--- config.mk ---
export PLATFORM = sky130hd
export DESIGN_NAME = parallel_lcd_bus_beat_sequencer_top
export DESIGN_NICKNAME = d
export VERILOG_FILES = /design/src/hw/rtl/plbs_pkg.sv /design/src/hw/rtl/parallel_lcd_bus_beat_sequencer_top.sv /design/src/hw/rtl/plbs_front.sv /design/src/hw/rtl/plbs_queue.sv /design/src/hw/rtl/plbs_back.sv
export SDC_FILE = /design/constraint.sdc
export NUM_CORES = 1
export LEC_CHECK = 0
export ABC_CLOCK_PERIOD_IN_PS = 3480
export BUFFER_PORTS_ARGS = -buffer_cell sky130_fd_sc_hd__buf_2
export CAP_MARGIN = 0
export CORE_MARGIN = 5
export CORE_UTILIZATION = 54
export DETAILED_ROUTE_END_ITERATION = 10
export GPL_ROUTABILITY_DRIVEN = 0
export PLACE_DENSITY = 0.69
export SLEW_MARGIN = 20
export SYNTH_ARGS = -nofsm -noshare
export SYNTH_HDL_FRONTEND = slang
export SYNTH_SLANG_ARGS = --single-unit
export TNS_END_PERCENT = 5
--- constraint.sdc ---
create_clock -name clk -period 3.48 [get_ports clk]
set_clock_uncertainty 0.15 [all_clocks]
set_input_delay 1.044 -clock clk [delete_from_list [all_inputs] [get_ports clk]]
set_output_delay 1.044 -clock clk [all_outputs]
set_load 0.03 [all_outputs]
--- src/hw/rtl/plbs_pkg.sv ---
`timescale 1ns / 1ps
`default_nettype none
package plbs_pkg;

  localparam int QDepth = 4;
  localparam int QPtrW  = $clog2(QDepth);
  localparam int CfgIdxW = 3;

  localparam logic [1:0] MODE_COMMAND = 2'd0;
  localparam logic [1:0] MODE_PARAM   = 2'd1;
  localparam logic [1:0] MODE_PIXEL   = 2'd2;

  localparam logic [1:0] ORDER_PLAIN     = 2'd0;
  localparam logic [1:0] ORDER_PAIR_SWAP = 2'd1;
  localparam logic [1:0] ORDER_BYTE_SWAP = 2'd2;

  localparam logic [CfgIdxW-1:0] REG_BUS_IS_WIDE        = 3'd0;
  localparam logic [CfgIdxW-1:0] REG_COMMAND_IS_WIDE    = 3'd1;
  localparam logic [CfgIdxW-1:0] REG_COMMAND_DC_LEVEL   = 3'd2;
  localparam logic [CfgIdxW-1:0] REG_DATA_DC_LEVEL      = 3'd3;
  localparam logic [CfgIdxW-1:0] REG_SELECT_ACTIVE_HIGH = 3'd4;
  localparam logic [CfgIdxW-1:0] REG_COLOUR_ORDER       = 3'd5;

  typedef struct packed {
    logic       bus_is_wide;
    logic       command_is_wide;
    logic       command_dc_level;
    logic       data_dc_level;
    logic       select_active_high;
    logic [1:0] colour_order;
  } cfg_t;

  typedef struct packed {
    logic        two;
    logic        last;
    logic        sel;
    logic [15:0] b0_val;
    logic        b0_dc;
    logic [15:0] b1_val;
    logic        b1_dc;
  } beat_job_t;

  typedef struct packed {
    logic full;
    logic not_empty;
  } q_status_t;

endpackage
`default_nettype wire

--- src/hw/rtl/parallel_lcd_bus_beat_sequencer_top.sv ---
// channel  | signals                                        | direction
// s_axis   | tvalid tready tdata[15:0] tuser[1:0] tlast     | in  (value, mode, last)
// m_axis   | tvalid tready tdata[23:0] tuser tlast          | out (one write strobe per transfer)
// cfg      | cfg_valid cfg_ready cfg_index cfg_data         | in  (register writes)
//
// one input transfer yields zero, one or two strobes; a 4-entry job queue sits between
// the classifying front end and the strobe generator, which emits one strobe per cycle while
// a job is queued and the output is not stalled; a two-strobe job leaves the queue with its second strobe
// input is stalled only when the job queue is full; output stalls hold the strobe register
// synchronous reset clears queue pointers, output valid, pending word flag and half flag, and sets config defaults
`timescale 1ns / 1ps
`default_nettype none
module parallel_lcd_bus_beat_sequencer_top (
  input  logic                          clk,
  input  logic                          rst,
  input  logic                          s_axis_tvalid,
  output logic                          s_axis_tready,
  input  logic [15:0]                   s_axis_tdata,  // value[15:0]
  input  logic [1:0]                    s_axis_tuser,  // mode[1:0]
  input  logic                          s_axis_tlast,
  output logic                          m_axis_tvalid,
  input  logic                          m_axis_tready,
  output logic [23:0]                   m_axis_tdata,  // bus_value[15:0], select_level[16],
                                                       // last_beat[17], zeros
  output logic                          m_axis_tuser,  // dc_level
  output logic                          m_axis_tlast,
  input  logic                          cfg_valid,
  output logic                          cfg_ready,
  input  logic [plbs_pkg::CfgIdxW-1:0]  cfg_index,
  input  logic [1:0]                    cfg_data
);
  import plbs_pkg::*;

  beat_job_t   push_job;
  beat_job_t   head;
  q_status_t   q_status;
  logic        push;
  logic        pop;
  logic [15:0] bus_value;
  logic        select_level;
  logic        last_beat;

  plbs_front u_front (
    .clk       (clk),
    .rst       (rst),
    .s_tvalid  (s_axis_tvalid),
    .s_tready  (s_axis_tready),
    .mode      (s_axis_tuser),
    .value     (s_axis_tdata),
    .last      (s_axis_tlast),
    .cfg_valid (cfg_valid),
    .cfg_ready (cfg_ready),
    .cfg_index (cfg_index),
    .cfg_data  (cfg_data),
    .q_status  (q_status),
    .push      (push),
    .push_job  (push_job)
  );

  plbs_queue u_queue (
    .clk      (clk),
    .rst      (rst),
    .push     (push),
    .push_job (push_job),
    .pop      (pop),
    .head     (head),
    .q_status (q_status)
  );

  plbs_back u_back (
    .clk             (clk),
    .rst             (rst),
    .head            (head),
    .q_status        (q_status),
    .pop             (pop),
    .m_tvalid        (m_axis_tvalid),
    .m_tready        (m_axis_tready),
    .bus_value       (bus_value),
    .dc_level        (m_axis_tuser),
    .select_level    (select_level),
    .last_beat       (last_beat),
    .end_transaction (m_axis_tlast)
  );

  assign m_axis_tdata = {6'b000000, last_beat, select_level, bus_value};

endmodule
`default_nettype wire

--- src/hw/rtl/plbs_front.sv ---
`timescale 1ns / 1ps
`default_nettype none
module plbs_front (
  input  logic                          clk,
  input  logic                          rst,
  input  logic                          s_tvalid,
  output logic                          s_tready,
  input  logic [1:0]                    mode,
  input  logic [15:0]                   value,
  input  logic                          last,
  input  logic                          cfg_valid,
  output logic                          cfg_ready,
  input  logic [plbs_pkg::CfgIdxW-1:0]  cfg_index,
  input  logic [1:0]                    cfg_data,
  input  plbs_pkg::q_status_t           q_status,
  output logic                          push,
  output plbs_pkg::beat_job_t           push_job
);
  import plbs_pkg::*;

  cfg_t        cfg;
  logic        pending_valid;
  logic [15:0] pending_word;
  logic        pending_valid_next;
  logic [15:0] pending_word_next;
  logic        accept;
  logic        gen;
  logic        cmd_dc;
  logic [1:0]  order;
  logic [15:0] hi;
  logic [15:0] lo;
  logic [15:0] swapped;

  assign s_tready  = !q_status.full;
  assign cfg_ready = 1'b1;
  assign accept    = s_tvalid && s_tready;
  assign push      = accept && gen;

  always_comb begin
    order   = (cfg.colour_order == ORDER_PAIR_SWAP || cfg.colour_order == ORDER_BYTE_SWAP)
              ? cfg.colour_order : ORDER_PLAIN;
    hi      = {8'h00, value[15:8]};
    lo      = {8'h00, value[7:0]};
    swapped = {value[7:0], value[15:8]};
    cmd_dc  = (mode == MODE_COMMAND) ? cfg.command_dc_level : cfg.data_dc_level;
    gen                = 1'b0;
    pending_valid_next = pending_valid;
    pending_word_next  = pending_word;
    push_job.two    = 1'b0;
    push_job.last   = last;
    push_job.sel    = cfg.select_active_high;
    push_job.b0_val = value;
    push_job.b0_dc  = cfg.data_dc_level;
    push_job.b1_val = value;
    push_job.b1_dc  = cfg.data_dc_level;
    if (mode == MODE_COMMAND || mode == MODE_PARAM || mode == MODE_PIXEL) begin
      if (!cfg.bus_is_wide) begin
        gen = 1'b1;
        if (mode == MODE_COMMAND) begin
          push_job.b0_dc = cfg.command_dc_level;
          push_job.b1_dc = cfg.command_dc_level;
          if (cfg.command_is_wide) begin
            push_job.two    = 1'b1;
            push_job.b0_val = hi;
            push_job.b1_val = lo;
          end else begin
            push_job.b0_val = lo;
          end
        end else if (mode == MODE_PARAM) begin
          push_job.b0_val = lo;
        end else begin
          push_job.two = 1'b1;
          if (order == ORDER_PLAIN) begin
            push_job.b0_val = lo;
            push_job.b1_val = hi;
          end else begin
            push_job.b0_val = hi;
            push_job.b1_val = lo;
          end
        end
      end else if (mode == MODE_PIXEL) begin
        if (order == ORDER_PAIR_SWAP) begin
          if (pending_valid) begin
            gen                = 1'b1;
            push_job.two       = 1'b1;
            push_job.b1_val    = pending_word;
            pending_valid_next = 1'b0;
            pending_word_next  = 16'h0000;
          end else if (last) begin
            gen = 1'b1;
          end else begin
            pending_valid_next = 1'b1;
            pending_word_next  = value;
          end
        end else begin
          gen = 1'b1;
          if (order == ORDER_BYTE_SWAP) begin
            push_job.b0_val = swapped;
          end
        end
      end else begin
        gen = 1'b1;
        if (pending_valid) begin
          push_job.two       = 1'b1;
          push_job.b0_val    = pending_word;
          push_job.b1_dc     = cmd_dc;
          pending_valid_next = 1'b0;
          pending_word_next  = 16'h0000;
        end else begin
          push_job.b0_dc = cmd_dc;
        end
      end
    end
  end

  always_ff @(posedge clk) begin
    if (rst) begin
      cfg.bus_is_wide        <= 1'b0;
      cfg.command_is_wide    <= 1'b0;
      cfg.command_dc_level   <= 1'b0;
      cfg.data_dc_level      <= 1'b1;
      cfg.select_active_high <= 1'b0;
      cfg.colour_order       <= ORDER_PLAIN;
      pending_valid          <= 1'b0;
    end else if (cfg_valid && cfg_ready) begin
      unique case (cfg_index)
        REG_BUS_IS_WIDE: begin
          cfg.bus_is_wide <= cfg_data[0];
          pending_valid   <= 1'b0;
        end
        REG_COMMAND_IS_WIDE:    cfg.command_is_wide    <= cfg_data[0];
        REG_COMMAND_DC_LEVEL:   cfg.command_dc_level   <= cfg_data[0];
        REG_DATA_DC_LEVEL:      cfg.data_dc_level      <= cfg_data[0];
        REG_SELECT_ACTIVE_HIGH: cfg.select_active_high <= cfg_data[0];
        REG_COLOUR_ORDER: begin
          cfg.colour_order <= cfg_data;
          pending_valid    <= 1'b0;
        end
        default: ;
      endcase
    end else if (accept) begin
      pending_valid <= pending_valid_next;
    end
  end

  always_ff @(posedge clk) begin
    if (accept) begin
      pending_word <= pending_word_next;
    end
  end

endmodule
`default_nettype wire

--- src/hw/rtl/plbs_queue.sv ---
`timescale 1ns / 1ps
`default_nettype none
module plbs_queue (
  input  logic                clk,
  input  logic                rst,
  input  logic                push,
  input  plbs_pkg::beat_job_t push_job,
  input  logic                pop,
  output plbs_pkg::beat_job_t head,
  output plbs_pkg::q_status_t q_status
);
  import plbs_pkg::*;

  beat_job_t        entries [QDepth];
  logic [QPtrW-1:0] wr_ptr;
  logic [QPtrW-1:0] rd_ptr;
  logic [QPtrW:0]   count;

  assign head               = entries[rd_ptr];
  assign q_status.full      = (count == (QPtrW + 1)'(QDepth));
  assign q_status.not_empty = (count != '0);

  always_ff @(posedge clk) begin
    if (push) begin
      entries[wr_ptr] <= push_job;
    end
  end

  always_ff @(posedge clk) begin
    if (rst) begin
      wr_ptr <= '0;
      rd_ptr <= '0;
      count  <= '0;
    end else begin
      if (push) begin
        wr_ptr <= wr_ptr + 1'b1;
      end
      if (pop) begin
        rd_ptr <= rd_ptr + 1'b1;
      end
      case ({push, pop})
        2'b10:   count <= count + 1'b1;
        2'b01:   count <= count - 1'b1;
        default: count <= count;
      endcase
    end
  end

endmodule
`default_nettype wire

--- src/hw/rtl/plbs_back.sv ---
`timescale 1ns / 1ps
`default_nettype none
module plbs_back (
  input  logic                clk,
  input  logic                rst,
  input  plbs_pkg::beat_job_t head,
  input  plbs_pkg::q_status_t q_status,
  output logic                pop,
  output logic                m_tvalid,
  input  logic                m_tready,
  output logic [15:0]         bus_value,
  output logic                dc_level,
  output logic                select_level,
  output logic                last_beat,
  output logic                end_transaction
);
  import plbs_pkg::*;

  logic out_valid;
  logic half;
  logic load;
  logic first_of_two;

  assign m_tvalid     = out_valid;
  assign load         = !out_valid || m_tready;
  assign first_of_two = head.two && !half;
  assign pop          = load && q_status.not_empty && !first_of_two;

  always_ff @(posedge clk) begin
    if (rst) begin
      out_valid <= 1'b0;
      half      <= 1'b0;
    end else if (load) begin
      out_valid <= q_status.not_empty;
      if (q_status.not_empty) begin
        half <= first_of_two;
      end
    end
  end

  always_ff @(posedge clk) begin
    if (load && q_status.not_empty) begin
      select_level <= head.sel;
      if (first_of_two) begin
        bus_value       <= head.b0_val;
        dc_level        <= head.b0_dc;
        last_beat       <= 1'b0;
        end_transaction <= 1'b0;
      end else begin
        bus_value       <= head.two ? head.b1_val : head.b0_val;
        dc_level        <= head.two ? head.b1_dc : head.b0_dc;
        last_beat       <= 1'b1;
        end_transaction <= head.last;
      end
    end
  end

endmodule
`default_nettype wire

# == After elaboration in Yosys (flattened, before gate mapping) ==
# Memory sizes are Yosys's and may differ from the RTL's. A register that Yosys moved wholly into a read port is not among the register bits.
# Index checks and enable logic that the tools add are counted.
# totals
register_bits,53
ram_bits,148
inputBits,29
word_cells,133
memories,1
# mem_list
name,depth,word_bits,rd,rd_ports_with_merged_regs,write_ports,line_no,rtl
u_queue.entries,4,37,1,1,1,plbs_queue.sv:14,beat_job_t entries [QDepth];
# classes
addsub,4
eq_ne,18
mux,60
reduce_logical,32
# op_table
op,n
$mux W16,18
$mux W34,2
$mux W1,33
$mux W8,3
$reduce_and A2 Y1,7
$reduce_bool A2 Y1,5
$eq A3 B3 Y1 const B,3
$eq A2 B1 Y1 const B,4
$eq A2 B2 Y1 const B,4
$eq A3 B2 Y1 const B,2
$mux W2,3
$pmux W3 S2,1
$reduce_and A6 Y1,1
$logic_and A1 B1 Y1,5
$reduce_and A5 Y1,1
$add A2 B1 Y2 const B,2
$logic_not A1 Y1,4
$logic_not A2 Y1,2
$logic_or A1 B1 Y1,4
$ne A2 B2 Y1 const B,2
$add A3 B1 Y3 const B,1
$eq A3 B1 Y1 const B,1
$logic_not A3 Y1,1
$ne A3 B3 Y1 const B,1
other kinds (4),4

# == Longest topological paths before layout ==
# depth
depth_word,11
ltp_mapped,11
depth_no_buf,11

# == Cells and area by module ==
# From an unflattened synthesis, not the netlist that was laid out.
# hier_totals
hier_cells,578
area_unflattened_um2,9288.9
# modules_own_cells
module,instances,cells_each,area_per_inst_um2
plbs_queue,1,240,5830.6
plbs_front,1,277,2436.1
plbs_back,1,52,958.4
parallel_lcd_bus_beat_sequencer_top,1,9,63.8

# == Worst setup path after synthesis ==
# No wires, ideal clock.
# synth_path
kind,input port to flip-flop
startpoint,input s_axis_tuser[0]
endpoint,register u_queue.count[2]
arrival_ns,2.858
required_time_ns,3.260
slack_ns,0.402
stages,10
n_path_buf,1
cell_sequence,clkbuf_1 > a31oi_1 > o211a_1 > inv_1 > ha_1 > inv_1 > fa_1 > xor2_1 > or3_1 > a21oi_1
# synth_between
elab_chain_len,7
word_cells_on_any_way,13
# synth_rtl
item,line_no,rtl
"start, declared",parallel_lcd_bus_beat_sequencer_top.sv:19,"input logic [1:0] s_axis_tuser,"
$eq A2 B2 Y1 (tied with other cells),"plbs_front.sv:56, plbs_front.sv:81",
$mux W1 or $logic_or A1 B1 Y1 (tied branches),"plbs_front.sv:81, plbs_front.sv:56",
$mux W1 or $logic_or A1 B1 Y1 (tied branches),"plbs_front.sv:57, plbs_front.sv:56",
$mux W1 (*),plbs_front.sv:56,if (mode == MODE_COMMAND || mode == MODE_PARAM || mode == MODE_PIXEL) begin
$logic_and A1 B1 Y1 (*),plbs_front.sv:37,assign push = accept && gen;
$eq A2 B1 Y1 or $eq A2 B2 Y1 (tied branches),plbs_queue.sv:41,"case ({push, pop})"
$pmux W3 S2 or $reduce_bool A2 Y1 (tied branches),--,
"end signal, assigned",plbs_queue.sv:42,2'b10: count <= count + 1'b1;
"end signal, assigned",plbs_queue.sv:43,2'b01: count <= count - 1'b1;
"end signal, assigned",plbs_queue.sv:44,default: count <= count;
"end, declared",plbs_queue.sv:17,logic [QPtrW:0] count;
# Mark *: on every way between the ends. The rest lies on a longest branch, timed or not.
# A chain may end at the register's enable or synchronous reset.

==> flow_summary.toml <==
[logic_synthesis]
yosys.area_share.adder_pct = 1.20
number_of_enable_type_register_cells_in_the_synthesized_netlist = 184
share_of_the_synthesized_area_in_compound_gates_ao_oa_aoi_oai_pct = 8.60
synthMuxAreaShare_pct = 14.5
syn-mean-instance-area_um2 = 15.8
synth-main-ff-cell = "sky130_fd_sc_hd__edfxtp_1"
main_combinational_cell_family_by_area_after_synthesis = "multiplexers"
post_synth_inst_count = 570
yosys_register_bits = 203
synth-seq-area-share_pct = 65.7
yosys.cell_types.count = 59
simple_gate_portion_of_the_synthesized_area_pct = 6.70
mapped_area_um2 = 8990
post-synth-top-area-fraction_pct = 61.5
synth-xor-area-share_pct = 0.390
netlist_top_cells_area = "sky130_fd_sc_hd__edfxtp_1, sky130_fd_sc_hd__mux4_2, sky130_fd_sc_hd__mux2_2"
yosysWarningCount = 0
library_cell_occupying_the_most_area_in_the_post_synthesis_netlist = "sky130_fd_sc_hd__edfxtp_1"
ffs_w_async_s_r_synth_pct = 0

[cts]
htree_levels = 1
worstSkewPairLatency_ps = 490
cts.path.max_buffers = 3
clkSinkCount = 203
postCtsSetupBuffers = 0
cts_repair_resize_count = 0
cts_tree = "built"
cts_hold_buffers = 0
buffer_cell_driving_the_clock_tree_root = "sky130_fd_sc_hd__clkbuf_16"
clkSlewWorstSetupHoldPaths_ps = 60
cts-buffers-inserted = 21

[floorplan]
fp.dieH_um = 139
full_die_area_um2 = 19300
die_width_um = 139
core-area_um2 = 16500
floorplan.initialDensity_pct = 54.6
pin_count = 58
row_count = 47

[critical_path]
crit_chain = "mux4_2 -> a211oi_4 -> ha_1 -> inv_1 -> fa_1 -> xor2_1 -> or3_1 -> a21oi_1"
setup.worst_path.end_class = "flip-flop"
crit_path_max_fo = 4
cp.arrival_ps = 3150
cp_slowest_stage_delay_ps = 580
critical_path_required_ps = 3750
timing.setup.critical_path_class = "reg2reg"
crit_path_start_kind = "flip-flop"
cpMaxStageDelayCell = "sky130_fd_sc_hd__mux4_2"

[sta]
timing_worst_slew_pin_value_ps = 772
setup_repair_after_global_routing_missed_its_margin = "no"
slew_headroom_pct = 48.5
slew_viol_final = 0
timing_hold_violations_final = 0
finalHoldWorstSlack_ps = 353
period_needed_ps = 2880
timing.final.setup_violations = 0
post-route-period-util_pct = 82.6
setup_tns_ps = 0
fmaxAchievable_mhz = 348

[final_layout]
areaGrowthSynthToFinish_pct = 13.6
finish.net_count = 669
multiInputGateArea_um2 = 2850
postLayoutCoreUtil_pct = 62.0
area.sequential_um2 = 5910
fillCellCount = 1203
diodes = 0
fraction_of_layout_cells_with_a_size_suffix_above_1_pct = 30.3

[pwr]
leakagePower_uw = 0.00342
power_density_nw_per_um2 = 666
maximum_vdd_drop_mv = 0.541

[status]
status = "complete, no violations"

[detailed_routing]
routed-via-count = 5208
remaining_drc_errors = 0
drt.antenna.violating_nets = 0
initialDrtViolationCount = 453
drt_wl_total_um = 18900
wire_per_inst_um = 21.8
drt-vias-per-instance = 6.01
drt_first_pass_iters = 5

[place]
port-buffer-count = 50
detailed_place_hpwl_um = 12200

[job]
max_cap_violations = 0

[worst_hold_path]
hp-class = "reg2reg"

[global_routing]
grt_max_degree = 37
grt_overflow = 0
number_of_antenna_violations_at_the_first_check_in_global_routing = 0
overall_routing_resource_usage_pct = 19.5
grt_pass1_vias = 5303
wire_length_of_the_first_global_routing_pass_um = 29900
-- synth_stat cells (all sizes together), types with 8 or more instances --
library cell,instances
a21oi,18
a22o,8
and2,22
buf,19
clkbuf,21
dfxtp,19
edfxtp,184
inv,14
mux2,36
mux4,37
nand2,16
nand2b,8
nor2,30
nor2b,12
nor3,11
o21ai,28
o221ai,10
o2bb2ai,8
-- final cells by class --
class	count	area share [%]
clock buffers	27	5.88
clock inverters	10	0.772
inverters	14	0.515
multi-input cells	318	28.0
flip-flops and latches	203	57.8
well taps	220	2.70
repair buffers	74	4.34
-- report_power, final --
group          total [µW]  internal, µW  switching [µW]
sequential           3120          3040            79.7
clock                2190          1300             895
combinational        1480           565             920
total                6800          4900            1900
-- path summary, 6_finish.rpt --
check	startpoint	end	slack (ps)	depth (start not counted)
setup / recovery	flip-flop	u_queue.count[2]	600	8
hold / removal	u_front.cfg[3]	u_front.cfg[3]	350	1
setup reg to reg	flip-flop	u_queue.count[2]	600	8
hold reg to reg	u_front.cfg[3]	u_front.cfg[3]	350	1
-- routing by layer --
| metal | vias to the layer above | part of all wire (%) | wire, µm | GRT usage [%] |
|---|---|---|---|---|
| met1 | 2663 | 42 | 7920 | 26.9 |
| met2 | 167 | 51 | 9600 | 33.3 |
| met5 | - | 0 | 0 | 0 |
| met4 | 0 | 1.0 | 198 | 4.38 |
| li1 | 2363 | - | - | - |
| met3 | 15 | 6.3 | 1190 | 2.93 |
-- cell usage in the layout, fill, tap and decap left out, types with 2 or more instances in the layout --
| cell type | n |
|---|---|
| sky130_fd_sc_hd__a22o_1 | 8 |
| sky130_fd_sc_hd__buf_4 | 23 |
| sky130_fd_sc_hd__o211ai_1 | 7 |
| sky130_fd_sc_hd__ha_1 | 7 |
| sky130_fd_sc_hd__buf_2 | 50 |
| sky130_fd_sc_hd__clkbuf_1 | 3 |
| sky130_fd_sc_hd__nand2_1 | 15 |
| sky130_fd_sc_hd__nand3_1 | 2 |
| sky130_fd_sc_hd__dfxtp_1 | 18 |
| sky130_fd_sc_hd__clkbuf_16 | 23 |
| sky130_fd_sc_hd__o2bb2ai_1 | 8 |
| sky130_fd_sc_hd__o221a_2 | 7 |
| sky130_fd_sc_hd__xor2_1 | 3 |
| sky130_fd_sc_hd__and2_2 | 4 |
| sky130_fd_sc_hd__nor2b_1 | 12 |
| sky130_fd_sc_hd__and2_1 | 17 |
| sky130_fd_sc_hd__inv_6 | 2 |
| sky130_fd_sc_hd__mux2_2 | 36 |
| sky130_fd_sc_hd__nand4b_1 | 2 |
| sky130_fd_sc_hd__a22oi_1 | 7 |
| sky130_fd_sc_hd__clkinv_1 | 3 |
| sky130_fd_sc_hd__conb_1 | 7 |
| sky130_fd_sc_hd__clkinv_2 | 4 |
| sky130_fd_sc_hd__nor3b_1 | 2 |
| sky130_fd_sc_hd__nand2b_1 | 8 |
| sky130_fd_sc_hd__edfxtp_1 | 184 |
| sky130_fd_sc_hd__nor3_1 | 11 |
| sky130_fd_sc_hd__inv_1 | 14 |
| sky130_fd_sc_hd__nor2_1 | 29 |
| sky130_fd_sc_hd__or2_2 | 2 |
| sky130_fd_sc_hd__o221ai_1 | 10 |
| sky130_fd_sc_hd__mux4_2 | 36 |
| sky130_fd_sc_hd__o21ai_0 | 27 |
| sky130_fd_sc_hd__mux2i_1 | 6 |
| sky130_fd_sc_hd__a21oi_1 | 18 |
-- flip-flops by register name (all words and copies together) (netlist names), named ones only --
signal                  cells
u_front.push_job            1
u_back.bus_value           16
u_back.end_transaction      1
u_front.pending_word       16
u_queue.count               3
u_queue.rd_ptr              2
u_back.last_beat            1
u_front.cfg                 6
u_queue.wr_ptr              2
u_back.m_tvalid             1
u_back.dc_level             1
u_back.half                 1
u_queue.entries           148
u_back.select_level         1
u_front.pending_valid       1
-- stage by stage --
step	std cells	area, µm²	setup WS (ps)	total power (µW)
6_report	866	10200	604	6800
3_5_place_dp	829	9530	297	4680
5_1_grt	866	10200	459	7090
2_1_floorplan	575	9010	402	4240
4_1_cts	866	10200	603	6860
3_3_place_gp	829	9530	388	4630
-- critical path, delay by kind of cell, from the launching register on --
kind	cells	cell delay, ps
AO/OA/AOI/OAI	2	520
AND/OR/NAND/NOR	1	310
multiplexers	1	580
XOR/XNOR	1	160
adder cells (fa/ha/maj)	2	680
flip-flops	1	340
buffers and inverters	1	70
-- cell families (layout without fill, tap and decap cells) --
group | Yosys count | in the layout
flip-flops | 203 | 203
XOR/XNOR | 4 | 4
AO/OA/AOI/OAI | 107 | 107
AND/OR/NAND/NOR | 113 | 113
other | 2 | 7
adder cells (fa/ha/maj) | 8 | 8
buffers and inverters | 54 | 125
multiplexers | 79 | 79
Note: power is estimated with default switching activity, not from simulation.
